--- config.mk ---
export PLATFORM = sky130hd
export DESIGN_NAME = bounded_substring_matcher
export DESIGN_NICKNAME = d
export VERILOG_FILES = /design/src/hw/rtl/bsm_pkg.sv /design/src/hw/rtl/bsm_cfg_regs.sv /design/src/hw/rtl/bsm_match_core.sv /design/src/hw/rtl/bounded_substring_matcher.sv
export SDC_FILE = /design/constraint.sdc
export NUM_CORES = 1
export LEC_CHECK = 0
export BUFFER_PORTS_ARGS = -buffer_cell sky130_fd_sc_hd__buf_2
export CORE_MARGIN = 5
export CORE_UTILIZATION = 41
export CTS_CLUSTER_DIAMETER = 30
export DETAILED_ROUTE_END_ITERATION = 8
export GPL_ROUTABILITY_DRIVEN = 0
export SETUP_SLACK_MARGIN = 0.15
export SYNTH_ARGS = -nofsm -noshare
export SYNTH_HDL_FRONTEND = slang
export SYNTH_SLANG_ARGS = --single-unit
--- constraint.sdc ---
create_clock -name aclk -period 4.9 [get_ports aclk]
set_input_delay 0.735 -clock aclk [delete_from_list [all_inputs] [get_ports aclk]]
set_output_delay 0.735 -clock aclk [all_outputs]
set_load 0.01 [all_outputs]
--- src/hw/rtl/bsm_pkg.sv ---
// Package for the bounded substring matcher.
// Holds the sizing constants, register indexes and transaction types.
// No dependencies.
package bsm_pkg;

    localparam int PATTERN_MAX   = 8;
    localparam int POSITION_BITS = 16;
    localparam int LEN_W         = 4;
    localparam int LIMIT_W       = 16;
    localparam int CFG_DATA_W    = 64;
    localparam int CFG_INDEX_W   = 2;

    localparam logic [CFG_INDEX_W-1:0] CFG_PATTERN_BYTES  = 2'd0;
    localparam logic [CFG_INDEX_W-1:0] CFG_PATTERN_LENGTH = 2'd1;
    localparam logic [CFG_INDEX_W-1:0] CFG_SEARCH_LIMIT   = 2'd2;

    localparam logic [7:0] NUL_BYTE = 8'h00;
    localparam logic [POSITION_BITS-1:0] POS_MAX = {POSITION_BITS{1'b1}};

    typedef struct packed {
        logic [7:0] text_byte;
        logic       last_byte;
    } in_t;

    typedef struct packed {
        logic                     match_found;
        logic [POSITION_BITS-1:0] match_start;
        logic                     search_done;
    } out_t;

    typedef struct packed {
        logic [8*PATTERN_MAX-1:0] pattern_bytes;
        logic [LEN_W-1:0]         pattern_length;
        logic [LIMIT_W-1:0]       search_limit;
    } cfg_t;

endpackage

--- src/hw/rtl/bsm_cfg_regs.sv ---
// Configuration registers of the bounded substring matcher.
// Depends on bsm_pkg.
module bsm_cfg_regs (
    input  logic                             aclk,
    input  logic                             aresetn,
    input  logic                             cfg_wr_en,
    input  logic [bsm_pkg::CFG_INDEX_W-1:0]  cfg_index,
    input  logic [bsm_pkg::CFG_DATA_W-1:0]   cfg_wr_data,
    output bsm_pkg::cfg_t                    cfg
);
    import bsm_pkg::*;

    cfg_t cfg_reg;
    cfg_t cfg_next;

    always_comb begin
        cfg_next = cfg_reg;
        if (cfg_wr_en) begin
            case (cfg_index)
                CFG_PATTERN_BYTES: begin
                    cfg_next.pattern_bytes = cfg_wr_data[8*PATTERN_MAX-1:0];
                end
                CFG_PATTERN_LENGTH: begin
                    cfg_next.pattern_length = cfg_wr_data[LEN_W-1:0];
                end
                CFG_SEARCH_LIMIT: begin
                    cfg_next.search_limit = cfg_wr_data[LIMIT_W-1:0];
                end
                default: begin
                    cfg_next = cfg_reg;
                end
            endcase
        end
    end

    always_ff @(posedge aclk) begin
        if (!aresetn) begin
            cfg_reg <= '0;
        end else begin
            cfg_reg <= cfg_next;
        end
    end

    assign cfg = cfg_reg;

endmodule

--- src/hw/rtl/bsm_match_core.sv ---
// Search state and single-pass match logic of the bounded substring matcher.
// Depends on bsm_pkg.
module bsm_match_core (
    input  logic          aclk,
    input  logic          aresetn,
    input  logic          fire,
    input  bsm_pkg::in_t  item,
    input  bsm_pkg::cfg_t cfg,
    output bsm_pkg::out_t result
);
    import bsm_pkg::*;

    logic [PATTERN_MAX-1:0][7:0]  window_reg;
    logic [PATTERN_MAX-1:0][7:0]  window_next;
    logic [POSITION_BITS-1:0]     pos_reg;
    logic [POSITION_BITS-1:0]     pos_next;
    logic                         found_reg;
    logic                         found_next;
    logic [POSITION_BITS-1:0]     offset_reg;
    logic [POSITION_BITS-1:0]     offset_next;

    logic [PATTERN_MAX-1:0][7:0]  pat;
    logic [PATTERN_MAX-1:0][7:0]  win_shift;
    logic [LEN_W-1:0]             len_clip;
    logic [LEN_W-1:0]             eff_len;
    logic [POSITION_BITS-1:0]     eff_len_ext;
    logic [PATTERN_MAX-1:0]       hit_len;
    logic                         hit_sel;
    logic [POSITION_BITS-1:0]     count;
    logic                         is_nul;
    logic                         found_pre;
    logic                         new_match;
    logic                         found_out;
    logic [POSITION_BITS-1:0]     offset_out;
    logic                         done;

    assign pat = cfg.pattern_bytes;

    always_comb begin
        if (cfg.pattern_length > LEN_W'(PATTERN_MAX)) begin
            len_clip = LEN_W'(PATTERN_MAX);
        end else begin
            len_clip = cfg.pattern_length;
        end
        eff_len = len_clip;
        for (int k = PATTERN_MAX - 1; k >= 0; k--) begin
            if ((LEN_W'(k) < len_clip) && (pat[k] == NUL_BYTE)) begin
                eff_len = LEN_W'(k);
            end
        end
    end

    assign eff_len_ext = POSITION_BITS'(eff_len);

    always_comb begin
        win_shift[0] = item.text_byte;
        for (int k = 1; k < PATTERN_MAX; k++) begin
            win_shift[k] = window_reg[k-1];
        end
    end

    always_comb begin
        for (int l = 1; l <= PATTERN_MAX; l++) begin
            hit_len[l-1] = 1'b1;
            for (int k = 0; k < l; k++) begin
                if (win_shift[l-1-k] != pat[k]) begin
                    hit_len[l-1] = 1'b0;
                end
            end
        end
        hit_sel = 1'b0;
        for (int l = 1; l <= PATTERN_MAX; l++) begin
            if (eff_len == LEN_W'(l)) begin
                hit_sel = hit_len[l-1];
            end
        end
    end

    assign count = (pos_reg == POS_MAX) ? POS_MAX : pos_reg + 1'b1;
    assign is_nul = (item.text_byte == NUL_BYTE);
    assign found_pre = found_reg || (eff_len == '0);

    assign new_match = !is_nul && !found_pre && hit_sel
                       && (count >= eff_len_ext)
                       && (count <= POSITION_BITS'(cfg.search_limit));

    assign found_out  = found_pre || new_match;
    assign offset_out = new_match ? (count - eff_len_ext)
                                  : (found_reg ? offset_reg : '0);

    assign done = is_nul || item.last_byte
                  || (count >= POSITION_BITS'(cfg.search_limit))
                  || (count == POS_MAX);

    always_comb begin
        result.match_found = found_out;
        result.match_start = found_out ? offset_out : '0;
        result.search_done = done;
    end

    always_comb begin
        window_next = window_reg;
        pos_next    = pos_reg;
        found_next  = found_reg;
        offset_next = offset_reg;
        if (fire) begin
            if (done) begin
                window_next = '0;
                pos_next    = '0;
                found_next  = 1'b0;
                offset_next = '0;
            end else begin
                window_next = win_shift;
                pos_next    = count;
                found_next  = found_out;
                offset_next = offset_out;
            end
        end
    end

    always_ff @(posedge aclk) begin
        if (!aresetn) begin
            window_reg <= '0;
            pos_reg    <= '0;
            found_reg  <= 1'b0;
            offset_reg <= '0;
        end else begin
            window_reg <= window_next;
            pos_reg    <= pos_next;
            found_reg  <= found_next;
            offset_reg <= offset_next;
        end
    end

endmodule

--- src/hw/rtl/bounded_substring_matcher.sv ---
// Bounded substring matcher, top level.
// Depends on bsm_pkg, bsm_cfg_regs and bsm_match_core.
//
// Usage:
//   s_valid/s_ready/s_data carry one haystack byte per transaction with a
//   last_byte flag. m_valid/m_ready/m_data return one result per input
//   transaction: match_found, match_start and search_done.
//   cfg_wr_en/cfg_index/cfg_wr_data write pattern_bytes (0), pattern_length
//   (1) and search_limit (2); write only while no transaction is in flight.
//   A search ends on a zero byte, the last_byte flag or the limit; the
//   result carrying search_done closes it and the next byte starts afresh.
// Timing:
//   The byte is held in the input register, matched against the 8-byte
//   window in one pass and captured in the result register. Throughput is
//   one transaction per cycle while m_ready stays high, set by the single
//   window compare between those two registers.
// Reset:
//   aresetn low clears the configuration, the valid flags, the window, the
//   position and the found flag; m_valid is low and s_ready high after it.
// Stall:
//   With m_ready low the result is held; a byte is taken into the input
//   register if it is empty, then s_ready drops until the result is accepted.
module bounded_substring_matcher (
    input  logic                             aclk,
    input  logic                             aresetn,
    input  logic                             s_valid,
    output logic                             s_ready,
    input  bsm_pkg::in_t                     s_data,
    output logic                             m_valid,
    input  logic                             m_ready,
    output bsm_pkg::out_t                    m_data,
    input  logic                             cfg_wr_en,
    input  logic [bsm_pkg::CFG_INDEX_W-1:0]  cfg_index,
    input  logic [bsm_pkg::CFG_DATA_W-1:0]   cfg_wr_data
);
    import bsm_pkg::*;

    cfg_t cfg;
    in_t  in_data_reg;
    logic in_valid_reg;
    logic in_valid_next;
    out_t out_data_reg;
    logic out_valid_reg;
    logic out_valid_next;
    out_t result;
    logic advance;
    logic fire;

    bsm_cfg_regs u_cfg (
        .aclk        (aclk),
        .aresetn     (aresetn),
        .cfg_wr_en   (cfg_wr_en),
        .cfg_index   (cfg_index),
        .cfg_wr_data (cfg_wr_data),
        .cfg         (cfg)
    );

    bsm_match_core u_core (
        .aclk    (aclk),
        .aresetn (aresetn),
        .fire    (fire),
        .item    (in_data_reg),
        .cfg     (cfg),
        .result  (result)
    );

    assign advance = !out_valid_reg || m_ready;
    assign fire    = in_valid_reg && advance;
    assign s_ready = !in_valid_reg || advance;

    always_comb begin
        in_valid_next = in_valid_reg;
        if (s_valid && s_ready) begin
            in_valid_next = 1'b1;
        end else if (fire) begin
            in_valid_next = 1'b0;
        end
        out_valid_next = out_valid_reg;
        if (advance) begin
            out_valid_next = in_valid_reg;
        end
    end

    always_ff @(posedge aclk) begin
        if (!aresetn) begin
            in_valid_reg  <= 1'b0;
            out_valid_reg <= 1'b0;
        end else begin
            in_valid_reg  <= in_valid_next;
            out_valid_reg <= out_valid_next;
        end
    end

    always_ff @(posedge aclk) begin
        if (s_valid && s_ready) begin
            in_data_reg <= s_data;
        end
        if (fire) begin
            out_data_reg <= result;
        end
    end

    assign m_valid = out_valid_reg;
    assign m_data  = out_data_reg;

endmodule

==> results of run 1 <==
-- Yosys cell counts, types with 4 or more instances --
cell         n
nor4_1      82
xor2_1     221
or3_1        4
a21o_1       4
o21ai_0     23
mux2i_1      6
buf_4        4
nor2_1      30
buf_1       21
edfxtp_1    27
buf_2       21
clkbuf_1   115
nand4_1     50
nand3_1     88
nand2_1    268
and3_1       7
nor3_1       8
o2bb2ai_1   16
a21oi_1    161
xnor2_1     85
dfxtp_1    175
a211oi_1     6
inv_1       28
ha_1        21
and2_1       7
a22o_1       7
nand2b_1     8
nor2b_1      4
-- through the flow --
| step | utilization | instance area, sq um |
|---|---|---|
| finish | 0.505 | 15100 |
| CTS | 0.504 | 15100 |
| global placement | 0.447 | 13400 |
| floorplan | - | 12500 |
| detailed placement | 0.447 | 13400 |
| global route | 0.505 | 15100 |
-- how the worst min path moves through the flow --
stage | to | startpoint
final | in_data_reg[0]$_DFFE_PP_ | s_data[0]
after global routing | in_data_reg[3]$_DFFE_PP_ | s_data[3]
after CTS | in_data_reg[0]$_DFFE_PP_ | s_data[0]
after detailed placement | u_cfg.cfg[5]$_SDFFE_PN0P_ | u_cfg.cfg[5]$_SDFFE_PN0P_
after global placement | u_core.offset_reg[1]$_SDFFE_PN0P_ | u_core.offset_reg[1]$_SDFFE_PN0P_
after floorplan | u_core.offset_reg[13]$_SDFFE_PN0P_ | u_core.offset_reg[13]$_SDFFE_PN0P_
-- kinds of logic after synthesis --
family,after synthesis,synth area share
DFF,202,0.346
AOI/OAI and AO/OA,254,0.122
xor gates and xnor gates,306,0.215
buffers and inverters,193,0.0626
adders and majority gates,22,0.0227
and+or+nand+nor,579,0.226
muxes,8,0.00662
-- final cells by class --
class	instances	area [sq um]	area share
clock buffers	56	1270	0.0844
repair buffers	167	1040	0.0692
inverters	30	115	0.00763
well taps	390	488	0.0324
multi-input cells	1169	7420	0.492
flip-flops and latches	202	4310	0.286
clock inverters	34	434	0.0288
-- where the power goes --
group / switching (mW) / internal, mW
combinational: 0.415 / 0.262
clock: 1.05 / 2.24
sequential: 0.0590 / 1.72
total: 1.52 / 4.23
-- worst max-delay path, cell delays in order, from the launching register on --
cell,delay [ns]
dfxtp_1,0.38
or2_2,0.30
o2111a_1,0.27
a2111oi_2,0.46
o31ai_1,0.20
inv_1,0.15
ha_1,0.18
inv_1,0.06
fa_1,0.42
a21o_1,0.19
a21oi_1,0.21
and2_1,0.18
nand4_1,0.16
nor4_1,0.42
a211o_1,0.24
a21o_2,0.25
o21ai_0,0.14
-- cell usage in the layout (no fill, tap or decap), types with 9 or more instances in the layout --
cell type    n
nor4_1      78
edfxtp_1    27
xnor2_1     85
o21ai_0     23
a21oi_1    161
ha_1        21
dfxtp_1    175
inv_1       28
buf_2       99
nand4_1     50
nand3_1     88
nand2_1    268
clkbuf_16   49
xor2_1     221
clkinv_2     9
buf_4       65
nor2_1      30
o2bb2ai_1   16
-- metal layers --
metal	GRT usage	part of all wire	vias up
met5	0	0	-
met2	0.354	0.41	639
li1	-	-	5466
met1	0.362	0.44	5595
met4	0.0804	0.032	0
met3	0.0667	0.12	106
==> run summary, run 1 <==
Hold WS = 0.377 ns
CTS Sinks = 202
Pleak = 6.59 nW
Placement Setup Slack = 0.261 ns
I/O pin count = 100
clock buffer depth = 3
vias = 11800
fmax = 224 MHz
clock latency on the worst-skew pair = 0.54 ns
Final Net Count = 1721
predominant post-synthesis flop cell = dfxtp_1
WS Path Type = reg2reg
Final TNS setup = 0 ns
gr usage total = 0.248
R2R Path End = m_data[15]$_SDFFCE_PN0P_
max-slew violations = 0
Die W = 184 um
length in cells of the worst reg-to-reg path = 16
Via density = 5.76
Setup-failing EPs final = 0
Wirelength per Cell = 21.0 um
Die Ht = 184 um
number of flops mapped to enable cells by yosys = 27
Hold Fails Final Rpt = 0
ys async rst share = 0
vias in the first global route = 11200
grt total ovfl = 0
max FFs per register = 84
worst setup margin = 0.438 ns
row count = 63
Hold WC Path Type = in2reg
maximum fanout along the worst path = 12
first-pass GRT wire length = 66400 um
H-tree Lvls = 2
Mapped Cells = 1564
CP arrival = 4.74 ns
Post-Syn Nets = 1666
pin count of the biggest net entering global routing = 88
PD cells = 381 mW/mm^2
share of cells above drive strength 1 = 0.169
Seq/Total Area, Yosys = 0.346
Root Buffer = clkbuf_16
RSZ-0062 raised after global routing = false
CTS tree = built
Pwr Total = 5.75 mW
Layout area overhead = 20.9%
post-synth top area cell = dfxtp_1
post-cts gate resize count = 0
Worst-Margin Slew = 0.975 ns
Synth top area share = 0.281
Iter 0 DRT Violations = 1251
Routed Antenna Nets = 0
cts hold-fix bufs = 0
CP endpoint = m_data[15]$_SDFFCE_PN0P_
placed cells = 1958
die area = 0.0340 sq mm
Synth Register Bits = 202
Port Buffer Count = 99
status = completed
Tmin final = 4.46 ns
final WL = 43100 um
max_cap viols = 0
Synth cell types = 69
synth warn = 0
Avg Synthesized Cell Area = 7.98 sq um
Final Cycle Share = 0.911
antenna cells = 0
FILL cells = 2859
Setup crit start = u_cfg.cfg[17]$_SDFFE_PN0P_
CTS buffer count = 49
Startpoint Class = flip-flop
r2r startpoint = u_cfg.cfg[17]$_SDFFE_PN0P_
clock skew = 0.0200 ns
Worst setup EP type = flip-flop
clock-pin slew on the worst setup and hold paths = 0.05 ns
Post-Layout Cell Count = 2048
initial antenna violation count = 0
router iterations before antenna repair = 5
Rel. slew slack = 0.349
Starting Density = 0.418
main area contributors after synthesis = dfxtp_1, xor2_1, nand2_1
WP data required = 5.18 ns
reg-to-reg setup timing slack = 0.44 ns
post-CTS setup buffers = 0
Min-Delay Path Depth = 1
Max VDD drop = 0.237 mV
post-detail-place hpwl = 30900 um
core area = 0.0299 sq mm
mapped cell area = 0.0125 sq mm
# DRC = 0
Note: power is estimated with default switching activity, not from simulation.
==> run 2, diff against run 1 <==
Settings changed: RECOVER_POWER from default to 50, SKIP_CTS_REPAIR_TIMING from default to 1.
Clock period 4.9 ns to 5.41 ns, I/O delays scaled along.
==> run 2 against run 1 <==
  * The run now ends with max-capacitance violations, max-slew violations left
  * Largest power group unchanged
  * First-iteration DRC count up 5.8%
  * Worst hold slack gained 0.073 ns
  * Combinational power shrank 16%
  * Sequential share of layout area increased by 1.2 points
  * Register-to-register slack improved by 0.28 ns
  * Final area down 3.9%
  * Critical path depth down 12
  * Clock skew rose by 0.0021 ns
  * Global-route usage is 0.13 points lower
  * Sequential power shrank 8%
  * Via count is 1.7% lower
==> run summary, run 2 (synthesized netlist as in run 1, its figures left out) <==
gr usage total = 0.246 (-0.00125)
Min-Delay Path Depth = 1 (unchanged)
Hold WS = 0.450 ns (+0.0728 ns)
fmax = 212 MHz
status = finished with violations
Final TNS setup = 0 ns (unchanged)
die area = 0.0340 sq mm (unchanged)
H-tree Lvls = 2 (unchanged)
vias in the first global route = 11100 (-1.4%)
max FFs per register = 84 (unchanged)
grt total ovfl = 0 (unchanged)
Worst-Margin Slew = 2.69 ns (+1.72 ns)
Layout area overhead = 16.1%
delay-heaviest family, CP = buffers and inverters
Setup-failing EPs final = 0 (unchanged)
initial antenna violation count = 1 (+1)
vias = 11600 (-1.7%)
Routed Antenna Nets = 0 (unchanged)
row count = 63 (unchanged)
Placement Setup Slack = 0.408 ns (+0.147 ns)
cell-by-cell trace of the critical path = clkbuf_1, clkinvlp_2, clkbuf_2, a221oi_2
critical path depth in cells = 4 (-12)
Die Ht = 184 um (unchanged)
clock-pin slew on the worst setup and hold paths = 0.05 ns (about the same)
Starting Density = 0.418 (unchanged)
router iterations before antenna repair = 6 (+1)
Iter 0 DRT Violations = 1324 (+5.8%)
most common cell after layout, fill and taps aside = nand2_1
failing checks = max-capacitance violations, max-slew violations
maximum fanout along the worst path = 71 (+59)
Max VDD drop = 0.189 mV (-20%)
Port Buffer Count = 99 (unchanged)
Final Cycle Share = 0.872
Final Net Count = 1682 (-2.3%)
Root Buffer = clkbuf_16
clock skew = 0.0222 ns (+0.00213 ns)
RSZ-0062 raised after global routing = false
commonest non-fill, non-tap cells in the layout = nand2_1, xor2_1, dfxtp_1, a21oi_1, nand3_1
Via density = 5.79 (+0.45%)
# DRC = 0 (unchanged)
PD cells = 328 mW/mm^2 (-14%)
CTS tree = built
share of cells above drive strength 1 = 0.128 (-0.0411)
max_cap viols = 2 (+2)
WP data required = 5.84 ns (+0.66 ns)
clock buffer depth = 3 (unchanged)
clock latency on the worst-skew pair = 0.54 ns (about the same)
Hold Fails Final Rpt = 0 (unchanged)
Rel. slew slack = -0.806 (-1.16)
Largest stage delay, worst path = 2.15 ns (+1.69 ns)
post-detail-place hpwl = 30500 um (-1.5%)
FILL cells = 2874 (+0.52%)
Die W = 184 um (unchanged)
max-slew violations = 124 (+124)
CTS buffer count = 42 (-14%)
Hold WC Path Type = in2reg
Tmin final = 4.72 ns
Crit path buffers/inverters = 3 (+1)
CP arrival = 5.14 ns (+0.40 ns)
placed cells = 1926 (-1.6%)
final WL = 42700 um (-0.82%)
I/O pin count = 100 (unchanged)
length in cells of the worst reg-to-reg path = 14 (-2)
Post-Layout Cell Count = 2004 (-2.1%)
Startpoint Class = input port
Pleak = 6.22 nW (-5.6%)
Worst setup EP type = flip-flop
WS Path Type = in2reg
pin count of the biggest net entering global routing = 77 (-13%)
CTS Sinks = 202 (unchanged)
core area = 0.0299 sq mm (unchanged)
CP max-delay cell = clkinvlp_2
Wirelength per Cell = 21.3 um (+1.4%)
worst setup margin = 0.694 ns (+0.256 ns)
fin util = 0.485 (-0.0199)
first-pass GRT wire length = 65800 um (-0.82%)
==> run 2: cell count changes in the layout (fill, tap and decap cells not counted), sizes merged <==
cell / before / now
clkbuf: 56 / 78
buf: 167 / 113
diode: 0 / 1
inv: 32 / 37
clkinv: 19 / 8
bufinv: 7 / 3
clkinvlp: 6 / 3
==> run 2: per-stage QoR <==
| stage | total power, mW | instance area, sq um |
|---|---|---|
| floorplan | 2.02 | 12500 |
| global placement | 2.21 | 13100 |
| detailed placement | 2.21 | 13100 |
| CTS | 4.78 | 14500 |
| global route | 4.92 | 14500 |
| finish | 4.76 | 14500 |
==> run 2: metal layers <==
layer | up-vias | GRT usage | wire length, um
met4 | 0 | 0.107 | 2130
met1 | 5399 | 0.352 | 18800
met5 | - | 0 | 0
met3 | 177 | 0.0701 | 4800
li1 | 5378 | - | -
met2 | 650 | 0.345 | 17000
==> run 2: final cells by class <==
cell class | count | area (sq um) | share of cell area
antenna | 1 | 2.50 | 0.000173
clock buffer | 56 | 1160 | 0.0804
clock inverter | 21 | 267 | 0.0184
inverter | 30 | 114 | 0.00786
multi-input combinational | 1169 | 7400 | 0.511
sequential | 202 | 4310 | 0.298
tap | 390 | 488 | 0.0337
timing repair buffer | 135 | 734 | 0.0507
==> run 2: worst paths after layout <==
check,slack [ns],endpoint,startpoint
setup / recovery,0.69,u_core.found_reg$_SDFFE_PN0P_,aresetn
hold / removal,0.45,in_data_reg[0]$_DFFE_PP_,s_data[0]
setup reg to reg,0.72,m_data[16]$_SDFFCE_PN0P_,u_cfg.cfg[54]$_SDFFE_PN0P_
hold reg to reg,0.45,u_cfg.cfg[2]$_SDFFE_PN0P_,u_cfg.cfg[2]$_SDFFE_PN0P_
==> run 2: power by group <==
part           internal [mW]  switching (mW)  total, mW  leakage (nW)
clock                   1.68           0.876       2.56         0.691
combinational          0.215           0.357      0.572          3.87
sequential              1.56          0.0675       1.63          1.67
